**src/hw/rtl/differential_drive_odometry_unit_assert.svh**
```systemverilog
// Assertion macros for the differential drive odometry unit.
`ifndef DIFFERENTIAL_DRIVE_ODOMETRY_UNIT_ASSERT_SVH
`define DIFFERENTIAL_DRIVE_ODOMETRY_UNIT_ASSERT_SVH
`ifndef SYNTH
`define ODO_ASSERT_IMP(name, clk, rst_n, ante, cons) \
    name: assert property (@(posedge clk) disable iff (!rst_n) (ante) |-> (cons)) \
        else $error("odometry assertion failed");
`define ODO_ASSERT_NXT(name, clk, rst_n, ante, cons) \
    name: assert property (@(posedge clk) disable iff (!rst_n) (ante) |=> (cons)) \
        else $error("odometry assertion failed");
`else
`define ODO_ASSERT_IMP(name, clk, rst_n, ante, cons)
`define ODO_ASSERT_NXT(name, clk, rst_n, ante, cons)
`endif
`endif

```
**src/hw/rtl/odo_pkg.sv**
```systemverilog
// Shared types, constants and helper functions for the odometry unit.
package odo_pkg;

    localparam int SPEED_W = 16;
    localparam int POS_W   = 48;
    localparam int ACC_W   = 52;
    localparam int ANG_W   = 32;
    localparam int CFG_W   = 32;
    localparam int CFG_IDX_W = 2;
    localparam int STEP_W  = 16;
    localparam int MUL_A_W = 33;
    localparam int MUL_B_W = 17;
    localparam int PROD_W  = MUL_A_W + MUL_B_W;
    localparam int CV_W    = 34;
    localparam int CZ_W    = 33;
    localparam int Q15_W   = 16;

    localparam logic [CFG_IDX_W-1:0] CFG_TURN_GAIN     = 2'd0;
    localparam logic [CFG_IDX_W-1:0] CFG_STEP_TIME     = 2'd1;
    localparam logic [CFG_IDX_W-1:0] CFG_START_HEADING = 2'd2;

    localparam logic [31:0]       RST_TURN_GAIN     = 32'd48273920;
    localparam logic [STEP_W-1:0] RST_STEP_TIME     = 16'd2621;
    localparam logic [ANG_W-1:0]  RST_START_HEADING = 32'd3937053355;

    localparam logic signed [CV_W-1:0] CORDIC_GAIN = 34'sd652032874;

    typedef enum logic [2:0] {
        S_IDLE,
        S_MP,
        S_MD,
        S_CORD,
        S_MC,
        S_MS,
        S_ACY,
        S_DONE
    } t_state;

    typedef struct packed {
        logic                    done;
        logic signed [Q15_W-1:0] cos_val;
        logic signed [Q15_W-1:0] sin_val;
    } t_trig;

    function automatic logic [31:0] atan_lut(input logic [4:0] idx);
        logic [31:0] v;
        case (idx)
            5'd0:    v = 32'h20000000;
            5'd1:    v = 32'h12E4051E;
            5'd2:    v = 32'h09FB385B;
            5'd3:    v = 32'h051111D4;
            5'd4:    v = 32'h028B0D43;
            5'd5:    v = 32'h0145D7E1;
            5'd6:    v = 32'h00A2F61E;
            5'd7:    v = 32'h00517C55;
            5'd8:    v = 32'h0028BE53;
            5'd9:    v = 32'h00145F2F;
            5'd10:   v = 32'h000A2F98;
            5'd11:   v = 32'h000517CC;
            5'd12:   v = 32'h00028BE6;
            5'd13:   v = 32'h000145F3;
            5'd14:   v = 32'h0000A2FA;
            5'd15:   v = 32'h0000517D;
            5'd16:   v = 32'h000028BE;
            5'd17:   v = 32'h0000145F;
            5'd18:   v = 32'h00000A30;
            5'd19:   v = 32'h00000518;
            5'd20:   v = 32'h0000028C;
            5'd21:   v = 32'h00000146;
            5'd22:   v = 32'h000000A3;
            5'd23:   v = 32'h00000051;
            default: v = 32'h00000000;
        endcase
        return v;
    endfunction

    function automatic logic signed [Q15_W-1:0] to_q15(input logic signed [CV_W-1:0] v);
        logic signed [CV_W-1:0] t;
        logic signed [Q15_W-1:0] r;
        t = (v + CV_W'(16384)) >>> 15;
        if (t > CV_W'(32767)) begin
            r = 16'sh7FFF;
        end else if (t < -CV_W'(32768)) begin
            r = 16'sh8000;
        end else begin
            r = t[Q15_W-1:0];
        end
        return r;
    endfunction

    function automatic logic signed [ACC_W-1:0] sat_add(
        input logic signed [ACC_W-1:0]  acc,
        input logic signed [PROD_W-1:0] prod
    );
        logic signed [PROD_W:0]  rnd;
        logic signed [35:0]      inc;
        logic signed [ACC_W:0]   sum;
        logic signed [ACC_W-1:0] r;
        rnd = {prod[PROD_W-1], prod} + (PROD_W+1)'(16384);
        inc = rnd[PROD_W:15];
        sum = {acc[ACC_W-1], acc} + {{(ACC_W-35){inc[35]}}, inc};
        if (sum[ACC_W] != sum[ACC_W-1]) begin
            r = sum[ACC_W] ? {1'b1, {(ACC_W-1){1'b0}}} : {1'b0, {(ACC_W-1){1'b1}}};
        end else begin
            r = sum[ACC_W-1:0];
        end
        return r;
    endfunction

endpackage

```
**src/hw/rtl/odo_in_if.sv**
```systemverilog
// Request channel carrying wheel speeds and the restart flag.
interface odo_in_if;
    import odo_pkg::*;
    logic                      valid;
    logic                      ready;
    logic signed [SPEED_W-1:0] right_speed;
    logic signed [SPEED_W-1:0] left_speed;
    logic                      restart;

    modport source (output valid, output right_speed, output left_speed, output restart,
                    input ready);
    modport sink (input valid, input right_speed, input left_speed, input restart,
                  output ready);
endinterface

```
**src/hw/rtl/odo_out_if.sv**
```systemverilog
// Result channel carrying the updated x and y position.
interface odo_out_if;
    import odo_pkg::*;
    logic                    valid;
    logic                    ready;
    logic signed [POS_W-1:0] x_position;
    logic signed [POS_W-1:0] y_position;

    modport source (output valid, output x_position, output y_position, input ready);
    modport sink (input valid, input x_position, input y_position, output ready);
endinterface

```
**src/hw/rtl/odo_mul.sv**
```systemverilog
// Shared signed multiplier with a registered product.
module odo_mul (
    input  logic                                i_clk,
    input  logic                                i_en,
    input  logic signed [odo_pkg::MUL_A_W-1:0]  i_a,
    input  logic signed [odo_pkg::MUL_B_W-1:0]  i_b,
    output logic signed [odo_pkg::PROD_W-1:0]   o_prod
);
    import odo_pkg::*;

    logic signed [PROD_W-1:0] r_prod;

    always_ff @(posedge i_clk) begin
        if (i_en) begin
            r_prod <= PROD_W'(i_a) * PROD_W'(i_b);
        end
    end

    assign o_prod = r_prod;
endmodule

```
**src/hw/rtl/odo_cordic.sv**
```systemverilog
// Iterative rotation CORDIC giving Q1.15 cosine and sine of a binary angle.
module odo_cordic #(
    parameter int TRIG_BITS = 16
) (
    input  logic                      i_clk,
    input  logic                      i_rst_n,
    input  logic                      i_start,
    input  logic [odo_pkg::ANG_W-1:0] i_angle,
    output odo_pkg::t_trig            o_trig
);
    import odo_pkg::*;

    localparam int CNT_W = $clog2(TRIG_BITS);
    localparam logic [ANG_W-1:0] ANG_MASK = ~((32'd1 << (ANG_W - TRIG_BITS)) - 32'd1);
    localparam logic [1:0] QD_FIRST  = 2'd0;
    localparam logic [1:0] QD_SECOND = 2'd1;
    localparam logic [1:0] QD_THIRD  = 2'd2;
    localparam logic [1:0] QD_FOURTH = 2'd3;

    logic signed [CV_W-1:0]  r_x, r_y, n_x, n_y;
    logic signed [CZ_W-1:0]  r_z, n_z;
    logic [1:0]              r_quad;
    logic [CNT_W-1:0]        r_cnt;
    logic                    r_busy;
    logic                    r_fin;
    logic                    r_done;
    logic signed [Q15_W-1:0] r_cos_q, r_sin_q;
    logic [ANG_W-1:0]        w_ang;
    logic signed [CV_W-1:0]  w_xs, w_ys, w_c, w_s;
    logic signed [CZ_W-1:0]  w_atan;

    assign w_ang  = i_angle & ANG_MASK;
    assign w_xs   = r_x >>> r_cnt;
    assign w_ys   = r_y >>> r_cnt;
    assign w_atan = {1'b0, atan_lut(5'(r_cnt))};

    always_comb begin
        if (!r_z[CZ_W-1]) begin
            n_x = r_x - w_ys;
            n_y = r_y + w_xs;
            n_z = r_z - w_atan;
        end else begin
            n_x = r_x + w_ys;
            n_y = r_y - w_xs;
            n_z = r_z + w_atan;
        end
    end

    always_comb begin
        case (r_quad)
            QD_FIRST: begin
                w_c = r_x;
                w_s = r_y;
            end
            QD_SECOND: begin
                w_c = -r_y;
                w_s = r_x;
            end
            QD_THIRD: begin
                w_c = -r_x;
                w_s = -r_y;
            end
            QD_FOURTH: begin
                w_c = r_y;
                w_s = -r_x;
            end
            default: begin
                w_c = r_x;
                w_s = r_y;
            end
        endcase
    end

    always_ff @(posedge i_clk) begin
        if (!i_rst_n) begin
            r_busy <= 1'b0;
            r_fin  <= 1'b0;
            r_done <= 1'b0;
        end else begin
            r_done <= 1'b0;
            r_fin  <= 1'b0;
            if (i_start) begin
                r_busy <= 1'b1;
            end else if (r_busy && r_cnt == CNT_W'(TRIG_BITS - 1)) begin
                r_busy <= 1'b0;
                r_fin  <= 1'b1;
            end
            if (r_fin) begin
                r_done <= 1'b1;
            end
        end
    end

    always_ff @(posedge i_clk) begin
        if (i_start) begin
            r_x    <= CORDIC_GAIN;
            r_y    <= '0;
            r_z    <= {3'b000, w_ang[29:0]};
            r_quad <= w_ang[31:30];
            r_cnt  <= '0;
        end else if (r_busy) begin
            r_x   <= n_x;
            r_y   <= n_y;
            r_z   <= n_z;
            r_cnt <= r_cnt + CNT_W'(1);
        end
        if (r_fin) begin
            r_cos_q <= to_q15(w_c);
            r_sin_q <= to_q15(w_s);
        end
    end

    assign o_trig = '{r_done, r_cos_q, r_sin_q};
endmodule

```
**src/hw/rtl/differential_drive_odometry_unit.sv**
```systemverilog
// Top level of the differential drive odometry unit.
// Each request carries right and left wheel speeds and a restart flag and yields one
// result with the new x and y position. The time from acceptance to result is set by
// the CORDIC, which resolves one bit of angle per cycle, and by four passes through
// the single shared multiplier for heading change, distance and the two position
// increments. The unit takes no new request until the current one has reached the
// output register, which holds it until it is taken. Configuration writes take
// effect at once; a new start heading is used at the next restart.
`include "differential_drive_odometry_unit_assert.svh"
module differential_drive_odometry_unit #(
    parameter int TRIG_BITS = 16
) (
    input  logic                          i_clk,
    input  logic                          i_rst_n,
    input  logic                          i_cfg_we,
    input  logic [odo_pkg::CFG_IDX_W-1:0] i_cfg_idx,
    input  logic [odo_pkg::CFG_W-1:0]     i_cfg_data,
    odo_in_if.sink                        i_req,
    odo_out_if.source                     o_rsp
);
    import odo_pkg::*;

    t_state r_state, n_state;

    logic [31:0]              r_turn_gain;
    logic [STEP_W-1:0]        r_step_time;
    logic [ANG_W-1:0]         r_start_heading;
    logic [ANG_W-1:0]         r_heading;
    logic signed [ACC_W-1:0]  r_x_acc, r_y_acc;
    logic signed [SPEED_W-1:0] r_right, r_left;
    logic signed [31:0]       r_dist;
    logic signed [Q15_W-1:0]  r_cos, r_sin;
    logic                     r_out_valid;
    logic signed [POS_W-1:0]  r_x_out, r_y_out;

    logic                        w_in_acc;
    logic                        w_out_free;
    logic                        w_mul_en;
    logic signed [MUL_A_W-1:0]   w_mul_a;
    logic signed [MUL_B_W-1:0]   w_mul_b;
    logic signed [PROD_W-1:0]    w_prod;
    logic                        w_trig_start;
    logic [ANG_W-1:0]            w_mid;
    t_trig                       w_trig;
    logic signed [MUL_B_W-1:0]   w_diff, w_sum;

    assign w_in_acc   = i_req.valid && i_req.ready;
    assign w_out_free = !r_out_valid || o_rsp.ready;
    assign w_diff     = {r_right[SPEED_W-1], r_right} - {r_left[SPEED_W-1], r_left};
    assign w_sum      = {r_right[SPEED_W-1], r_right} + {r_left[SPEED_W-1], r_left};
    assign w_mid      = r_heading + w_prod[44:13];

    odo_mul u_mul (
        .i_clk  (i_clk),
        .i_en   (w_mul_en),
        .i_a    (w_mul_a),
        .i_b    (w_mul_b),
        .o_prod (w_prod)
    );

    odo_cordic #(
        .TRIG_BITS (TRIG_BITS)
    ) u_cordic (
        .i_clk   (i_clk),
        .i_rst_n (i_rst_n),
        .i_start (w_trig_start),
        .i_angle (w_mid),
        .o_trig  (w_trig)
    );

    always_ff @(posedge i_clk) begin
        if (!i_rst_n) begin
            r_state <= S_IDLE;
        end else begin
            r_state <= n_state;
        end
    end

    always_comb begin
        n_state      = r_state;
        w_mul_en     = 1'b0;
        w_mul_a      = '0;
        w_mul_b      = '0;
        w_trig_start = 1'b0;
        unique case (r_state)
            S_IDLE: begin
                if (w_in_acc) begin
                    n_state = S_MP;
                end
            end
            S_MP: begin
                w_mul_en = 1'b1;
                w_mul_a  = {1'b0, r_turn_gain};
                w_mul_b  = w_diff;
                n_state  = S_MD;
            end
            S_MD: begin
                w_mul_en     = 1'b1;
                w_mul_a      = {{(MUL_A_W-STEP_W){1'b0}}, r_step_time};
                w_mul_b      = w_sum;
                w_trig_start = 1'b1;
                n_state      = S_CORD;
            end
            S_CORD: begin
                if (w_trig.done) begin
                    n_state = S_MC;
                end
            end
            S_MC: begin
                w_mul_en = 1'b1;
                w_mul_a  = {r_dist[31], r_dist};
                w_mul_b  = {r_cos[Q15_W-1], r_cos};
                n_state  = S_MS;
            end
            S_MS: begin
                w_mul_en = 1'b1;
                w_mul_a  = {r_dist[31], r_dist};
                w_mul_b  = {r_sin[Q15_W-1], r_sin};
                n_state  = S_ACY;
            end
            S_ACY: begin
                n_state = S_DONE;
            end
            S_DONE: begin
                if (w_out_free) begin
                    n_state = S_IDLE;
                end
            end
            default: begin
                n_state = S_IDLE;
            end
        endcase
    end

    always_ff @(posedge i_clk) begin
        if (!i_rst_n) begin
            r_turn_gain     <= RST_TURN_GAIN;
            r_step_time     <= RST_STEP_TIME;
            r_start_heading <= RST_START_HEADING;
        end else if (i_cfg_we) begin
            unique case (i_cfg_idx)
                CFG_TURN_GAIN:     r_turn_gain     <= i_cfg_data;
                CFG_STEP_TIME:     r_step_time     <= i_cfg_data[STEP_W-1:0];
                CFG_START_HEADING: r_start_heading <= i_cfg_data;
                default: ;
            endcase
        end
    end

    always_ff @(posedge i_clk) begin
        if (!i_rst_n) begin
            r_heading <= RST_START_HEADING;
            r_x_acc   <= '0;
            r_y_acc   <= '0;
        end else begin
            if (w_in_acc && i_req.restart) begin
                r_heading <= r_start_heading;
                r_x_acc   <= '0;
                r_y_acc   <= '0;
            end
            if (r_state == S_MD) begin
                r_heading <= r_heading + w_prod[43:12];
            end
            if (r_state == S_MS) begin
                r_x_acc <= sat_add(r_x_acc, w_prod);
            end
            if (r_state == S_ACY) begin
                r_y_acc <= sat_add(r_y_acc, w_prod);
            end
        end
    end

    always_ff @(posedge i_clk) begin
        if (w_in_acc) begin
            r_right <= i_req.right_speed;
            r_left  <= i_req.left_speed;
        end
        if (r_state == S_CORD && w_trig.done) begin
            r_dist <= w_prod[32:1];
            r_cos  <= w_trig.cos_val;
            r_sin  <= w_trig.sin_val;
        end
        if (r_state == S_DONE && w_out_free) begin
            r_x_out <= r_x_acc[ACC_W-1:ACC_W-POS_W];
            r_y_out <= r_y_acc[ACC_W-1:ACC_W-POS_W];
        end
    end

    always_ff @(posedge i_clk) begin
        if (!i_rst_n) begin
            r_out_valid <= 1'b0;
        end else if (r_state == S_DONE && w_out_free) begin
            r_out_valid <= 1'b1;
        end else if (o_rsp.ready) begin
            r_out_valid <= 1'b0;
        end
    end

    assign i_req.ready      = (r_state == S_IDLE);
    assign o_rsp.valid      = r_out_valid;
    assign o_rsp.x_position = r_x_out;
    assign o_rsp.y_position = r_y_out;

    `ODO_ASSERT_NXT(a_accept_starts, i_clk, i_rst_n, w_in_acc, r_state == S_MP)
    `ODO_ASSERT_IMP(a_trig_in_wait, i_clk, i_rst_n, w_trig.done, r_state == S_CORD)
    `ODO_ASSERT_NXT(a_done_loads, i_clk, i_rst_n, r_state == S_DONE && w_out_free, r_out_valid)
endmodule

```
**src/flat_wrapper.sv**
```systemverilog
// flat-port wrapper written by rule: the top's interface ports become plain ports
module differential_drive_odometry_unit_flat import odo_pkg::*;
#(
    parameter int TRIG_BITS = 16
)
  (i_clk, i_rst_n, i_cfg_we, i_cfg_idx, i_cfg_data, i_req_valid, i_req_right_speed, i_req_left_speed, i_req_restart, i_req_ready, o_rsp_valid, o_rsp_x_position, o_rsp_y_position, o_rsp_ready);
  odo_in_if i_req_i ();
  odo_out_if o_rsp_i ();
  input  logic i_clk;
  input  logic i_rst_n;
  input  logic i_cfg_we;
  input  logic [odo_pkg::CFG_IDX_W-1:0] i_cfg_idx;
  input  logic [odo_pkg::CFG_W-1:0] i_cfg_data;
  input wire logic [$bits(i_req_i.valid)-1:0] i_req_valid;
  input wire logic [$bits(i_req_i.right_speed)-1:0] i_req_right_speed;
  input wire logic [$bits(i_req_i.left_speed)-1:0] i_req_left_speed;
  input wire logic [$bits(i_req_i.restart)-1:0] i_req_restart;
  output wire logic [$bits(i_req_i.ready)-1:0] i_req_ready;
  output wire logic [$bits(o_rsp_i.valid)-1:0] o_rsp_valid;
  output wire logic [$bits(o_rsp_i.x_position)-1:0] o_rsp_x_position;
  output wire logic [$bits(o_rsp_i.y_position)-1:0] o_rsp_y_position;
  input wire logic [$bits(o_rsp_i.ready)-1:0] o_rsp_ready;
  assign i_req_i.valid = i_req_valid;
  assign i_req_i.right_speed = i_req_right_speed;
  assign i_req_i.left_speed = i_req_left_speed;
  assign i_req_i.restart = i_req_restart;
  assign i_req_ready = i_req_i.ready;
  assign o_rsp_valid = o_rsp_i.valid;
  assign o_rsp_x_position = o_rsp_i.x_position;
  assign o_rsp_y_position = o_rsp_i.y_position;
  assign o_rsp_i.ready = o_rsp_ready;
  differential_drive_odometry_unit #(.TRIG_BITS(TRIG_BITS)) u_core (.i_clk(i_clk), .i_rst_n(i_rst_n), .i_cfg_we(i_cfg_we), .i_cfg_idx(i_cfg_idx), .i_cfg_data(i_cfg_data), .i_req(i_req_i), .o_rsp(o_rsp_i));
endmodule
```
**config.mk**
```make
export PLATFORM = sky130hd
export DESIGN_NAME = differential_drive_odometry_unit_flat
export DESIGN_NICKNAME = d
export VERILOG_FILES = /design/src/hw/rtl/odo_pkg.sv /design/src/hw/rtl/odo_in_if.sv /design/src/hw/rtl/odo_out_if.sv /design/src/hw/rtl/odo_mul.sv /design/src/hw/rtl/odo_cordic.sv /design/src/hw/rtl/differential_drive_odometry_unit.sv /design/src/flat_wrapper.sv
export VERILOG_INCLUDE_DIRS = /design/src /design/src/hw/rtl
export SDC_FILE = /design/constraint.sdc
export NUM_CORES = 2
export LEC_CHECK = 0
export BUFFER_PORTS_ARGS = -buffer_cell sky130_fd_sc_hd__buf_2
export CORE_UTILIZATION = 65
export CTS_CLUSTER_DIAMETER = 200
export DETAILED_ROUTE_END_ITERATION = 6
export GPL_ROUTABILITY_DRIVEN = 0
export PLACE_DENSITY = 0.93
export SYNTH_ARGS = -nofsm -noshare
export SYNTH_HDL_FRONTEND = slang
export SYNTH_SLANG_ARGS = --single-unit
```
**constraint.sdc**
```tcl
create_clock -name i_clk -period 31.4 [get_ports i_clk]
set_input_delay 4.71 -clock i_clk [delete_from_list [all_inputs] [get_ports i_clk]]
set_output_delay 4.71 -clock i_clk [all_outputs]
set_load 0.02 [all_outputs]
```
==> impl_metrics.py <==
metrics = {
    "routing": {
        "ant_nets": 0,
        "drc": 9,
        "first_iter_violations": 7397,
        "vias_per_cell": 6.63,
        "vias": 56348,
        "firstDrtPassIters": 7,
        "wl_per_cell_um": 21.9,
        "drt_wl_total_mm": 186,
    },
    "clocking": {
        "ctsHoldBuffers": 0,
        "cts_tree": "built",
        "clock_latency_ps": 670,
        "root_buffer": "clkbuf_16",
        "cts_setup_buffers": 0,
        "clock-sinks": 633,
        "cts_max_level": 3,
        "cts-buffers-inserted": 69,
        "clk_path_buf_depth": 3,
        "cts_resized": 0,
        "clk_pin_slew_ps": 60,
    },
    "logic_synthesis": {
        "synth.cells.most_frequent": "983 x nand2_1, 742 x inv_1, 644 x nor2_1",
        "synth_top_area_cell": "fa_1",
        "syn_area_mm2": 0.0632,
        "synthFlopType": "dfxtp_1",
        "synthArstFlopShare_pct": 0,
        "ys_warn_count": 0,
        "ys_ff_latch": 633,
        "avgSynthCellArea_um2": 8.76,
        "synth_area_leaders": "fa_1 17%, edfxtp_1 14%, dfxtp_1 11%",
        "post-synth-top-count-cell": "nand2_1",
        "synth.distinct_cells": 97,
        "synth_nets": 8248,
        "synth_cells": 7220,
        "synth.top_cell.area_share_pct": 17.2,
        "yosysSeqAreaShare_pct": 24.6,
        "synth-edff-count": 289,
    },
    "global_route": {
        "antenna_found_initial": 5,
        "grt_pass1_wl_mm": 293,
        "grt_pass1_vias": 55713,
        "grt_usage_pct": 37.3,
        "grt-ovfl-total": 0,
        "grt_max_degree": 81,
    },
    "floorplan": {
        "start_util_pct": 65.5,
        "core_mm2": 0.0966,
        "dieArea_mm2": 0.0985,
        "rows": 114,
        "die_w_um": 314,
        "pin_count": 170,
        "chipHeight_um": 314,
    },
    "power_and_ir_drop": {
        "total_power_mw": 5.81,
        "clockPowerShare_pct": 14.9,
        "irDropWorstVdd_mv": 0.136,
        "p_sw_mw": 2.78,
        "p_per_area_mw_per_mm2": 86.5,
        "netSwitchingFraction_pct": 47.9,
        "p_leak_nw": 30.8,
        "power.internal_mw": 3.03,
        "p_seq_share_pct": 21.1,
        "combPwrFrac_pct": 64.0,
    },
    "worst_setup_path": {
        "crit_path_top_delay_cell": "nor2_1",
        "cp-end-kind": "flop",
        "critPathKind": "reg -> reg",
        "cp-start-kind": "flop",
        "cp_data_required_time_ps": 31800,
        "max_stage_delay_ps": 760,
        "critical-path-top-delay-family": "compound AO/OA/AOI/OAI gates",
        "cp_num_buf_inv": 7,
        "crit_top_cell": "fa_1",
        "worstPathArrival_ps": 14260,
        "worstPathMaxFanout": 80,
    },
    "placed_design": {
        "dpl_worst_slack_ps": 18170,
        "place_hpwl_mm": 135,
        "place_inst": 8369,
        "io_buffers": 169,
    },
    "timing": {
        "fmax_mhz": 72.1,
        "maxSlewHeadroom_pct": 7.83,
        "min_period_ps": 13860,
        "timing.final.ws_setup_ps": 17540,
        "rsz0062_at_grt": "no",
        "fin_tns_setup_ps": 0,
        "period_share_pct": 44.2,
        "hold_viol": 0,
        "fin_skew_ps": 31.3,
        "setup_violations": 0,
        "finalMaxSlewViolations": 0,
        "tightest_slew_ps": 1350,
        "whs_ps": 419,
    },
    "cells_and_area": {
        "nets": 8192,
        "fin_cells": 8497,
        "drive_gt1_share_pct": 6.82,
        "fillers": 6535,
        "synthToLayoutAreaGrowth_pct": 6.21,
    },
    "worst_hold_path": {
        "hp-class": "reg -> reg",
    },
    "run_status": {
        "outcome": "complete, but fails checks",
        "failed_checks": "design-rule violations",
    },
    "run": {
        "maxCapViolCount": 0,
    },
}
==> sequential cells by signal, indices dropped and copies added (netlist names), 2 cells and up <==
name and count:
u_core.r_heading 32, u_core.r_x_acc 52, u_core.u_cordic.r_sin_q 16, u_core.r_start_heading 32, u_core.u_cordic.w_atan 30, u_core.r_turn_gain 32
u_core.u_cordic.r_x 34, u_core.u_cordic.r_z 33, u_core.r_state 3, u_core.u_cordic.r_cnt 4, u_core.r_sin 16, u_core.r_dist 32
u_core.u_mul.o_prod 49, u_core.u_cordic.r_y 34, u_core.o_rsp.y_position 48, u_core.r_cos 16, u_core.o_rsp.x_position 48, u_core.u_cordic.r_cos_q 16
u_core.r_left 16, u_core.r_step_time 16, u_core.u_cordic.r_quad 2, u_core.r_y_acc 52, u_core.r_right 16
==> worst paths after layout <==
check                                          endpoint                        from  cells after the start  slack, ps
worst min register to register          u_core.r_sin[1]  u_core.u_cordic.r_sin_q[1]                      0        420
worst max-delay path            u_core.u_mul.o_prod[47]           u_core.r_state[1]                     42      17540
worst min-delay path                    u_core.r_sin[1]  u_core.u_cordic.r_sin_q[1]                      0        420
worst max register to register  u_core.u_mul.o_prod[47]           u_core.r_state[1]                     42      17540
==> cells by family after synthesis <==
group,Yosys count,synth area share [%]
AND/OR/NAND/NOR,2265,15.8
flip-flops,633,24.6
multiplexers,210,4.83
XOR/XNOR,517,7.17
adder cells (fa/ha/maj),957,25.4
buffers and inverters,1106,6.81
AO/OA/AOI/OAI,1532,15.4
==> per-stage QoR <==
| step | utilization, % | cell area (µm²) |
|---|---|---|
| 6_report | 69.6 | 67200 |
| 2_1_floorplan | - | 63200 |
| 3_3_place_gp | 67.1 | 64800 |
| 4_1_cts | 69.5 | 67200 |
| 5_1_grt | 69.5 | 67200 |
| 3_5_place_dp | 67.1 | 64800 |
==> area by class of cell <==
class	count	area [µm²]	area share, %
flip-flops and latches	633	15600	23.2
clock inverters	35	450	0.671
repair buffers	235	1340	2.00
inverters	744	2800	4.16
multi-input cells	5481	43500	64.7
diodes	3	7.51	0.0112
well taps	1276	1600	2.38
clock buffers	90	1920	2.86
==> power groups by stage <==
stage / clock network [mW] / registers (mW) / logic (mW)
after global placement: 0 / 1.21 / 3.37
after global routing: 0.898 / 1.23 / 4.06
final: 0.864 / 1.23 / 3.72
after floorplan: 0 / 1.10 / 2.90
after detailed placement: 0 / 1.22 / 3.56
after CTS: 0.865 / 1.20 / 3.61
==> layout by cell type (no fill, tap or decap), types with 94 or more instances in the layout <==
master / Yosys / routed
a21o_1: 171 / 171
a21oi_1: 471 / 471
buf_2: 28 / 169
dfxtp_1: 344 / 337
edfxtp_1: 289 / 289
fa_1: 543 / 543
ha_1: 413 / 413
inv_1: 742 / 741
mux2i_1: 108 / 108
nand2_1: 983 / 982
nand3_1: 143 / 143
nor2_1: 644 / 639
nor3_1: 96 / 94
o21ai_0: 312 / 312
xnor2_1: 335 / 335
xor2_1: 181 / 181
==> per-layer routing <==
metal | vias up | wire length (µm) | GRT usage [%]
met5 | - | 122 | 0.290
met4 | 8 | 15300 | 25.1
met3 | 1247 | 24300 | 11.2
met2 | 4204 | 83200 | 58.6
met1 | 26454 | 63500 | 44.3
li1 | 24435 | - | -
No activity file was read; power rests on OpenSTA's default activity.
